### config.mk
export PLATFORM = sky130hd
export DESIGN_NAME = temperature_to_duration_interpolator
export DESIGN_NICKNAME = d
export VERILOG_FILES = /design/src/hw/rtl/tdi_pkg.sv /design/src/hw/rtl/temperature_to_duration_interpolator.sv /design/src/hw/rtl/tdi_div_pipe.sv
export SDC_FILE = /design/constraint.sdc
export NUM_CORES = 2
export LEC_CHECK = 0
export ABC_AREA = 1
export BUFFER_PORTS_ARGS = -buffer_cell sky130_fd_sc_hd__clkbuf_2
export CAP_MARGIN = 15
export CORE_MARGIN = 5
export CORE_UTILIZATION = 49
export CTS_BUF_LIST = sky130_fd_sc_hd__clkbuf_4 sky130_fd_sc_hd__clkbuf_8
export DETAILED_ROUTE_END_ITERATION = 7
export GPL_TIMING_DRIVEN = 1
export MAX_ROUTING_LAYER = met4
export RECOVER_POWER = 25
export SYNTH_ARGS = -nofsm -noshare
export SYNTH_HDL_FRONTEND = slang
export SYNTH_SLANG_ARGS = --single-unit
### constraint.sdc
create_clock -name clk -period 11.9 [get_ports clk]
set_clock_uncertainty 0.1 [all_clocks]
set_input_delay 2.38 -clock clk [delete_from_list [all_inputs] [get_ports clk]]
set_output_delay 2.38 -clock clk [all_outputs]
set_load 0.01 [all_outputs]
### src/hw/rtl/tdi_pkg.sv
// Shared widths, register indexes and types for the temperature to duration interpolator.
package tdi_pkg;

    localparam int TEMP_W              = 16;   // signed sixteenths of a degree C
    localparam int SECS_W              = 16;   // unsigned seconds
    localparam int BP_W                = 32;   // packed breakpoint register
    localparam int COUNT_W             = 3;    // point_count register
    localparam int CFG_IDX_W           = 3;    // register index
    localparam int DEFAULT_MAX_POINTS  = 7;

    // register indexes
    localparam int REG_POINT_COUNT     = 0;
    localparam int REG_BREAKPOINT_0    = 1;

    // datapath
    localparam int DIFF_W              = TEMP_W + 1;      // difference of two 16 bit values
    localparam int MAG_W               = TEMP_W;          // magnitude of such a difference
    localparam int NUM_W               = 2 * MAG_W;       // product magnitude
    localparam int DIV_BITS_PER_STAGE  = 4;
    localparam int DIV_STAGES          = NUM_W / DIV_BITS_PER_STAGE;
    localparam int SUM_W               = NUM_W + 2;

    // select, difference, multiply, divider stages, output
    localparam int PIPE_LATENCY        = 3 + DIV_STAGES + 1;

    // side data carried alongside the divider
    typedef struct packed {
        logic              neg;
        logic [SECS_W-1:0] base;
    } side_t;

endpackage

### src/hw/rtl/temperature_to_duration_interpolator.sv
// Top level: piecewise linear map from temperature to duration, fully pipelined.
//
//  Channel   Signals                              Transfer
//  --------  -----------------------------------  ------------------------------------
//  input     start, busy, temperature_in          edge with start high and busy low
//  result    done, duration_seconds               edge ending the cycle done is high
//  config    cfg_we, cfg_index, cfg_data          edge with cfg_we high
//
// One temperature may enter every cycle; busy is never raised.
// Each result transfer follows its input transfer through the registered stages: breakpoint
// select, differences, one 16x16 multiply, eight divider stages of four quotient
// bits each, then sign, add and saturate.
// Reset (rst_n low, asynchronous) empties the pipeline and clears the config registers.
// The receiver cannot hold results off, so nothing in the pipe ever stalls.
module temperature_to_duration_interpolator #(
    parameter int MAX_POINTS = tdi_pkg::DEFAULT_MAX_POINTS
) (
    input  logic                              clk,
    input  logic                              rst_n,
    // input transfer
    input  logic                              start,
    output logic                              busy,
    input  logic signed [tdi_pkg::TEMP_W-1:0] temperature_in,
    // result transfer
    output logic                              done,
    output logic        [tdi_pkg::SECS_W-1:0] duration_seconds,
    // configuration writes
    input  logic                              cfg_we,
    input  logic        [tdi_pkg::CFG_IDX_W-1:0] cfg_index,
    input  logic        [tdi_pkg::BP_W-1:0]   cfg_data
);

    localparam int TEMP_W  = tdi_pkg::TEMP_W;
    localparam int SECS_W  = tdi_pkg::SECS_W;
    localparam int COUNT_W = tdi_pkg::COUNT_W;
    localparam int IDX_W   = tdi_pkg::CFG_IDX_W;
    localparam int DIFF_W  = tdi_pkg::DIFF_W;
    localparam int MAG_W   = tdi_pkg::MAG_W;
    localparam int NUM_W   = tdi_pkg::NUM_W;
    localparam int SUM_W   = tdi_pkg::SUM_W;

    // ------------------------------------------------------------------
    // Configuration registers. Breakpoints at index MAX_POINTS and up are
    // never read, so they are not stored.
    // ------------------------------------------------------------------
    logic [COUNT_W-1:0]      point_count_reg;
    logic [tdi_pkg::BP_W-1:0] bp_reg [MAX_POINTS];

    always_ff @(posedge clk or negedge rst_n)
    begin
        if (!rst_n)
        begin
            point_count_reg <= '0;
            for (int i = 0; i < MAX_POINTS; i++)
            begin
                bp_reg[i] <= '0;
            end
        end
        else if (cfg_we)
        begin
            if (cfg_index == IDX_W'(tdi_pkg::REG_POINT_COUNT))
            begin
                point_count_reg <= cfg_data[COUNT_W-1:0];
            end
            for (int i = 0; i < MAX_POINTS; i++)
            begin
                if (cfg_index == IDX_W'(tdi_pkg::REG_BREAKPOINT_0 + i))
                begin
                    bp_reg[i] <= cfg_data;
                end
            end
        end
    end

    // Pipeline never refuses an item.
    assign busy = 1'b0;

    // ------------------------------------------------------------------
    // Stage 1: find the bracketing breakpoints.
    // lower = highest index at or below t, upper = lowest index at or above t.
    // ------------------------------------------------------------------
    logic [COUNT_W-1:0]      count_eff;
    logic                    have_lo, have_hi;
    logic signed [TEMP_W-1:0] t_lo, t_hi;
    logic [SECS_W-1:0]       s_lo, s_hi;

    always_comb
    begin
        count_eff = (point_count_reg > COUNT_W'(MAX_POINTS)) ?
                    COUNT_W'(MAX_POINTS) : point_count_reg;
        have_lo = 1'b0;
        have_hi = 1'b0;
        t_lo    = '0;
        t_hi    = '0;
        s_lo    = '0;
        s_hi    = '0;
        for (int i = 0; i < MAX_POINTS; i++)
        begin
            if ((COUNT_W'(i) < count_eff) &&
                ($signed(bp_reg[i][31:16]) <= temperature_in))
            begin
                have_lo = 1'b1;
                t_lo    = $signed(bp_reg[i][31:16]);
                s_lo    = bp_reg[i][SECS_W-1:0];
            end
        end
        for (int i = MAX_POINTS - 1; i >= 0; i--)
        begin
            if ((COUNT_W'(i) < count_eff) &&
                ($signed(bp_reg[i][31:16]) >= temperature_in))
            begin
                have_hi = 1'b1;
                t_hi    = $signed(bp_reg[i][31:16]);
                s_hi    = bp_reg[i][SECS_W-1:0];
            end
        end
    end

    logic                     s1_vld_reg;
    logic                     s1_have_lo_reg, s1_have_hi_reg;
    logic signed [TEMP_W-1:0] s1_t_reg, s1_t_lo_reg, s1_t_hi_reg;
    logic [SECS_W-1:0]        s1_s_lo_reg, s1_s_hi_reg;

    always_ff @(posedge clk or negedge rst_n)
    begin
        if (!rst_n)
        begin
            s1_vld_reg <= 1'b0;
        end
        else
        begin
            s1_vld_reg <= start && !busy;
        end
    end

    always_ff @(posedge clk)
    begin
        s1_have_lo_reg <= have_lo;
        s1_have_hi_reg <= have_hi;
        s1_t_reg       <= temperature_in;
        s1_t_lo_reg    <= t_lo;
        s1_t_hi_reg    <= t_hi;
        s1_s_lo_reg    <= s_lo;
        s1_s_hi_reg    <= s_hi;
    end

    // ------------------------------------------------------------------
    // Stage 2: differences, magnitudes and the sign of the quotient.
    // No interpolation (one side missing, or zero span) gives a zero
    // numerator over one, so only the base value survives.
    // ------------------------------------------------------------------
    logic signed [DIFF_W-1:0] dt, span_s, span_t;
    logic [DIFF_W-1:0]        dt_abs, span_s_abs, span_t_abs;
    logic                     interp;
    tdi_pkg::side_t           side_next;

    always_comb
    begin
        dt     = {s1_t_reg[TEMP_W-1], s1_t_reg} - {s1_t_lo_reg[TEMP_W-1], s1_t_lo_reg};
        span_t = {s1_t_hi_reg[TEMP_W-1], s1_t_hi_reg}
                 - {s1_t_lo_reg[TEMP_W-1], s1_t_lo_reg};
        span_s = {1'b0, s1_s_hi_reg} - {1'b0, s1_s_lo_reg};
        dt_abs     = dt[DIFF_W-1]     ? -dt     : dt;
        span_s_abs = span_s[DIFF_W-1] ? -span_s : span_s;
        span_t_abs = span_t[DIFF_W-1] ? -span_t : span_t;
        interp = s1_have_lo_reg && s1_have_hi_reg && (span_t != '0);

        side_next.neg = dt[DIFF_W-1] ^ span_s[DIFF_W-1] ^ span_t[DIFF_W-1];
        if (s1_have_lo_reg)
        begin
            side_next.base = s1_s_lo_reg;
        end
        else if (s1_have_hi_reg)
        begin
            side_next.base = s1_s_hi_reg;
        end
        else
        begin
            side_next.base = '0;
        end
    end

    logic                     s2_vld_reg;
    logic [MAG_W-1:0]         s2_a_reg, s2_b_reg, s2_den_reg;
    tdi_pkg::side_t           s2_side_reg;

    always_ff @(posedge clk or negedge rst_n)
    begin
        if (!rst_n)
        begin
            s2_vld_reg <= 1'b0;
        end
        else
        begin
            s2_vld_reg <= s1_vld_reg;
        end
    end

    always_ff @(posedge clk)
    begin
        s2_a_reg    <= interp ? dt_abs[MAG_W-1:0] : '0;
        s2_b_reg    <= span_s_abs[MAG_W-1:0];
        s2_den_reg  <= interp ? span_t_abs[MAG_W-1:0] : MAG_W'(1);
        s2_side_reg <= side_next;
    end

    // ------------------------------------------------------------------
    // Stage 3: 16x16 unsigned multiply of the magnitudes.
    // ------------------------------------------------------------------
    logic                     s3_vld_reg;
    logic [NUM_W-1:0]         s3_prod_reg;
    logic [MAG_W-1:0]         s3_den_reg;
    tdi_pkg::side_t           s3_side_reg;

    always_ff @(posedge clk or negedge rst_n)
    begin
        if (!rst_n)
        begin
            s3_vld_reg <= 1'b0;
        end
        else
        begin
            s3_vld_reg <= s2_vld_reg;
        end
    end

    always_ff @(posedge clk)
    begin
        s3_prod_reg <= NUM_W'(s2_a_reg) * NUM_W'(s2_b_reg);
        s3_den_reg  <= s2_den_reg;
        s3_side_reg <= s2_side_reg;
    end

    // ------------------------------------------------------------------
    // Divider: magnitude quotient, truncation toward zero once the sign
    // is put back.
    // ------------------------------------------------------------------
    logic             div_vld;
    logic [NUM_W-1:0] div_quot;
    tdi_pkg::side_t   div_side;

    tdi_div_pipe u_div (
        .clk       (clk),
        .rst_n     (rst_n),
        .in_valid  (s3_vld_reg),
        .in_num    (s3_prod_reg),
        .in_den    (s3_den_reg),
        .in_side   (s3_side_reg),
        .out_valid (div_vld),
        .out_quot  (div_quot),
        .out_side  (div_side)
    );

    // ------------------------------------------------------------------
    // Output stage: apply sign, add base seconds, saturate to 0..65535.
    // ------------------------------------------------------------------
    logic signed [SUM_W-1:0] q_signed;
    logic signed [SUM_W-1:0] sum;
    logic [SECS_W-1:0]       sat;

    always_comb
    begin
        q_signed = div_side.neg ? -$signed({2'b00, div_quot}) : $signed({2'b00, div_quot});
        sum      = q_signed + $signed({{(SUM_W-SECS_W){1'b0}}, div_side.base});
        if (sum[SUM_W-1])
        begin
            sat = '0;
        end
        else if (|sum[SUM_W-2:SECS_W])
        begin
            sat = '1;
        end
        else
        begin
            sat = sum[SECS_W-1:0];
        end
    end

    logic              done_reg;
    logic [SECS_W-1:0] duration_reg;

    always_ff @(posedge clk or negedge rst_n)
    begin
        if (!rst_n)
        begin
            done_reg <= 1'b0;
        end
        else
        begin
            done_reg <= div_vld;
        end
    end

    always_ff @(posedge clk)
    begin
        duration_reg <= sat;
    end

    assign done             = done_reg;
    assign duration_seconds = duration_reg;

endmodule

### src/hw/rtl/tdi_div_pipe.sv
// Pipelined unsigned restoring divider, four quotient bits per stage.
module tdi_div_pipe (
    input  logic                      clk,
    input  logic                      rst_n,
    input  logic                      in_valid,
    input  logic [tdi_pkg::NUM_W-1:0] in_num,
    input  logic [tdi_pkg::MAG_W-1:0] in_den,
    input  tdi_pkg::side_t            in_side,
    output logic                      out_valid,
    output logic [tdi_pkg::NUM_W-1:0] out_quot,
    output tdi_pkg::side_t            out_side
);

    localparam int NS    = tdi_pkg::DIV_STAGES;
    localparam int BPS   = tdi_pkg::DIV_BITS_PER_STAGE;
    localparam int NUM_W = tdi_pkg::NUM_W;
    localparam int DEN_W = tdi_pkg::MAG_W;

    logic [NS-1:0]    vld_reg;
    logic [NUM_W-1:0] num_reg  [NS];   // remaining dividend bits, quotient shifts in low
    logic [DEN_W-1:0] rem_reg  [NS];
    logic [DEN_W-1:0] den_reg  [NS];
    tdi_pkg::side_t   side_reg [NS];

    genvar s;
    generate
        for (s = 0; s < NS; s++)
        begin : g_stage
            logic             vld_src;
            logic [NUM_W-1:0] num_src;
            logic [DEN_W-1:0] rem_src;
            logic [DEN_W-1:0] den_src;
            tdi_pkg::side_t   side_src;
            logic [NUM_W-1:0] num_next;
            logic [DEN_W-1:0] rem_next;
            logic [DEN_W:0]   trial;

            if (s == 0)
            begin : g_first
                assign vld_src  = in_valid;
                assign num_src  = in_num;
                assign rem_src  = '0;
                assign den_src  = in_den;
                assign side_src = in_side;
            end
            else
            begin : g_rest
                assign vld_src  = vld_reg[s-1];
                assign num_src  = num_reg[s-1];
                assign rem_src  = rem_reg[s-1];
                assign den_src  = den_reg[s-1];
                assign side_src = side_reg[s-1];
            end

            always_comb
            begin
                num_next = num_src;
                rem_next = rem_src;
                trial    = '0;
                for (int k = 0; k < BPS; k++)
                begin
                    trial    = {rem_next, num_next[NUM_W-1]};
                    num_next = {num_next[NUM_W-2:0], 1'b0};
                    if (trial >= {1'b0, den_src})
                    begin
                        trial       = trial - {1'b0, den_src};
                        num_next[0] = 1'b1;
                    end
                    rem_next = trial[DEN_W-1:0];
                end
            end

            always_ff @(posedge clk or negedge rst_n)
            begin
                if (!rst_n)
                begin
                    vld_reg[s] <= 1'b0;
                end
                else
                begin
                    vld_reg[s] <= vld_src;
                end
            end

            always_ff @(posedge clk)
            begin
                num_reg[s]  <= num_next;
                rem_reg[s]  <= rem_next;
                den_reg[s]  <= den_src;
                side_reg[s] <= side_src;
            end
        end
    endgenerate

    assign out_valid = vld_reg[NS-1];
    assign out_quot  = num_reg[NS-1];
    assign out_side  = side_reg[NS-1];

endmodule

---- After elaboration in Yosys (flattened, before gate mapping) ----
Memories as Yosys holds them, arrays and structs flattened.
Index checks and enable logic that the tools add are counted.
operators by class
  add/subtract/negate cells ............... 40
  multiply operators ...................... 1
  order comparisons ....................... 54
  equality and inequality tests ........... 7
  mux-type cells .......................... 102
  bitwise logic cells ..................... 2
  reductions and logical operators ........ 29
operator list
  kind                                                                    count
  16-bit two-way mux                                                      66
  17-bit by 16-bit greater-or-equal comparator with 1-bit output          31
  16-bit subtractor                                                       31
  16-bit greater-or-equal comparator                                      7
  16-bit <= comparator                                                    7
  16-bit by 16-bit subtractor with 17-bit output                          3
  16-bit negator                                                          3
  34-bit by 17-bit adder with 34-bit output                               1
  1-bit two-way mux                                                       34
  34-bit two-way mux                                                      1
  32-bit negator with 34-bit output                                       1
  16-bit by 16-bit multiplier with 32-bit output                          1
  17-bit nonzero test                                                     1
  17-bit OR reduction                                                     1
  1-bit by 16-bit greater-or-equal comparator with 1-bit output           1
  1-bit logical AND                                                       16
  2-bit AND reduction                                                     8
  1-bit by 16-bit subtractor with 16-bit output                           1
  3-bit equality test (second input constant)                             4
  6-bit OR reduction                                                      2
  3-bit < comparator (first input constant)                               3
  3-bit by 2-bit equality test with 1-bit output (second input constant)  2
  1-bit by 3-bit < comparator with 1-bit output (first input constant)    2
  2-bit by 3-bit < comparator with 1-bit output (first input constant)    2
  other kinds (5)                                                         6
word-level totals
  flip-flop bits (word level) ............. 467
  memory bits (writable) .................. 648
  input port bits ......................... 55
  output and inout bits ................... 18
  word-level logic and storage cells ...... 276
  memories kept ........................... 4
memory list
  name            words  bits a word  read ports  clocked after memory_dff  wr ports  line                text
  u_div.num_reg   8      32           8           0                         8         tdi_div_pipe.sv:20  logic [NUM_W-1:0] num_reg [NS];
  u_div.side_reg  8      17           8           0                         8         tdi_div_pipe.sv:23  tdi_pkg::side_t side_reg [NS];
  u_div.den_reg   8      16           7           0                         8         tdi_div_pipe.sv:22  logic [DEN_W-1:0] den_reg [NS];
  u_div.rem_reg   8      16           7           0                         8         tdi_div_pipe.sv:21  logic [DEN_W-1:0] rem_reg [NS];

---- Logic depth before layout (Yosys ltp) ----
  depth in word-level cells ............... 11
  depth in mapped cells ................... 60
  gate-level depth less buffers ........... 59

---- Hierarchy ----
From an unflattened synthesis, not the netlist that was laid out.
unflattened totals
  cells, all modules ...................... 10,760
  area total of the unflattened synthesis .. 77,813.4 um2
modules (own cells, without submodules)
  module                                instances  cells each  area each (um2)  seq. area each (um2)
  tdi_div_pipe                          1          5,863       42,295.6         12,532.0
  temperature_to_duration_interpolator  1          4,897       35,517.8         10,344.9

---- Least setup slack after synthesis ----
OpenSTA, ideal clock, no wires.
  path type ............................... register to register
  from .................................... mem u_div.den_reg[1][17] (netlist name)
  to ...................................... mem u_div.rem_reg[1][45] (netlist name)
  setup time .............................. 112 ps
  arrival ................................. 7,491 ps
  data required time ...................... 11,688 ps
  slack ................................... 4,196 ps
  stages on the path, launching flop included .. 53
  path buffers ............................ 3
  clock period less this slack ............ 7,704 ps
  cells stage by stage .................... dfxtp_1 inv_1 ha_1 nand3_1 nand2_1 nand2_1 nand2_1 nand3_1 nand2_1 nand2_1 nand2_2 buf_2 o21ai_0 inv_1 ha_1 nand2_1 o21ai_1 nand4_1 [17 not listed] nand2_1 a21oi_2 nand2_1 buf_4 o21ai_0 ha_1 nand3_1 nand2_1 a21boi_0 o21bai_1 a21oi_1 o21ai_0 a211o_1 nor2_4 nand2_4 buf_6 nand2_1 nand2_1
RTL lines
  what                line
  start: declaration  tdi_div_pipe.sv:22
  end: declaration    tdi_div_pipe.sv:21

==> results.yml <==
global_route:
  grt_use_total_pct: 30.69
  grt_pass1_vias: 66700
  grt_pass1_wl_um: 382200
  grt-ovfl-total: 0
  grt_max_degree: 104
  grt_antenna_before_repair: 21
placement:
  place_congestion: 0.9715
  portBuffers: 71
  place_ws_ps: 1577
  hpwl_um: 190800
synth:
  yosys_warnings: 0
  synth-seq-area-share_pct: 29.92
  synth_ff_type: "dfxtp_1"
  postSynthCellCount: 10400
  syn_nets: 11470
  synth-edff-count: 0
  ys_ff_latch: 1083
  netlist_area_um2: 76450
  synth.avg_cell_area_um2: 7.349
  synthArstFlopShare_pct: 22.07
  synth_cell_types: 70
critical_path:
  cp_slowest_cell: "a21oi_2"
  critical_path_arrival_ps: 11220
  start_kind: "register"
  r2r_slack_ps: 1390
  crit_type: "register to register"
  endpoint_kind: "register"
  cpPeakStageDelay_ps: 640
  crit_fanout: 23
  cp.required_ps: 12610
  cp_common_cell: "nand2_1"
floorplan:
  die_x_um: 405.0
  coreArea_um2: 155700
  initial_core_util_pct: 49.12
  row_count: 145
  die_h_um: 405.0
  ioPinCount: 73
  die_area_um2: 164000
cells_and_area:
  layout_common_cells: "nand2_1, inv_1, dfxtp_1"
  final_net_count: 11490
  fill_cells: 15360
  drive_gt1_share_pct: 6.587
  area_delta_synth_final_pct: 8.335
  largest_reg_flops: 256
  final_common_cell: "nand2_1"
clock_tree:
  cts_setup_buffers: 0
  clk_path_buf_depth: 3
  clk_pin_slew_ps: 70
  numCtsBuffers: 186
  htree_levels: 4
  cts_hold_buffers: 0
  cts.repair.resized: 0
  root_buffer: "clkbuf_8"
  cts_tree: "built"
  worstSkewPairLatency_ps: 970
  clock_sinks: 1083
timing:
  max_slew_margin_pct: 16.07
  period_minus_slack_ps: 10510
  rsz0062_at_grt: "false"
  finalMaxSlewViolations: 0
  whs_ps: 197.4
  hold_violations: 0
  tightestPinTransition_ps: 1246
  layout_setup_ws_ps: 1388
  finalSetupViolations: 0
  period_share_pct: 88.34
  fin_setup_tns_ps: 0
  fmax_ghz: 0.09513
worst_hold_path:
  hp-class: "register to register"
route:
  drt_first_pass_iters: 6
  drcViolationCount: 0
  initialDrtViolationCount: 5357
  detail_route.wl_per_cell_um: 19.56
  final_antenna_net_count: 0
  num_vias: 68660
  drt_wl_total_um: 247600
  viasPerCell: 5.424
outcome:
  status: "complete, no violations"
run:
  maxCapViolCount: 0
==> worst max-delay path: cells and delay by family, from the launching register on <==
family                     cells  cell delay, ps
DFF                            1             460
and+or+nand+nor               24            3160
adders and majority gates      4            1500
AOI/OAI and AO/OA             17            4160
buffers and inverters          5             970
==> stage by stage <==
stage | util (%) | instance area, um^2 | std cells
6_report | 53.21 | 82830 | 12660
5_1_grt | 53.20 | 82810 | 12650
4_1_cts | 53.15 | 82740 | 12620
3_5_place_dp | 50.42 | 78490 | 12290
3_3_place_gp | 50.42 | 78480 | 12290
2_1_floorplan | - | 76450 | 10400
==> final timing paths <==
| path | start | end | cells after the start |
|---|---|---|---|
| setup / recovery | u_div.den_reg[1][27]$_DFF_P_ | u_div.rem_reg[1][42]$_DFF_P_ | 50 |
| hold / removal | u_div.num_reg[0][11]$_DFF_P_ | u_div.num_reg[0][47]$_DFF_P_ | 0 |
| setup reg to reg | u_div.den_reg[1][27]$_DFF_P_ | u_div.rem_reg[1][42]$_DFF_P_ | 50 |
| hold reg to reg | u_div.num_reg[0][11]$_DFF_P_ | u_div.num_reg[0][47]$_DFF_P_ | 0 |
| max in group asynchronous | rst_n | bp_reg[68]$_DFFE_PN0P_ | 2 |
| min in group asynchronous | rst_n | bp_reg[17]$_DFFE_PN0P_ | 1 |
==> logic make-up after synthesis <==
family | count (synthesis) | share of synthesized area [%]
flops | 1083 | 29.92
other cells | 1 | 0.004905
simple gates | 4425 | 24.69
buf+inv | 1647 | 8.451
xor+xnor | 508 | 5.819
fa+ha+maj | 1010 | 18.77
compound gates | 1730 | 12.34
==> synth_stat cells (all sizes together), types with 88 or more instances <==
library cell | n | area, um^2
inv | 1345 | 5049
dfrtp | 239 | 5981
a21oi | 706 | 3575
clkbuf | 211 | 792.0
nor3 | 90 | 460.4
nand4 | 116 | 747.0
xnor2 | 194 | 1699
xor2 | 314 | 2750
nand3 | 682 | 3646
ha | 782 | 9784
nor2 | 639 | 2582
fa | 228 | 4564
dfxtp | 844 | 16900
buf | 88 | 609.3
o21ai | 771 | 3911
nand2 | 2760 | 10510
==> routing by layer <==
metal	up-vias	global-route usage, %	share of wire, %
met4	0	13.74	4.8
met1	32060	39.48	44
met2	2195	48.36	45
li1	33880	-	-
met3	529	4.241	6.1
met5	-	-	0
==> layout make-up <==
type	count	area, um^2	area share, %
flip-flops and latches	1083	22880	27.62
repair buffers	131	815.8	0.9849
well taps	2058	2575	3.109
clock inverters	54	752.0	0.9079
inverters	1348	5060	6.109
diodes	33	82.58	0.09970
multi-input cells	7674	47170	56.95
clock buffers	277	3493	4.218
Power is not shown: default switching activity piles up to over one toggle a cycle in this logic, so the estimate is an artifact.
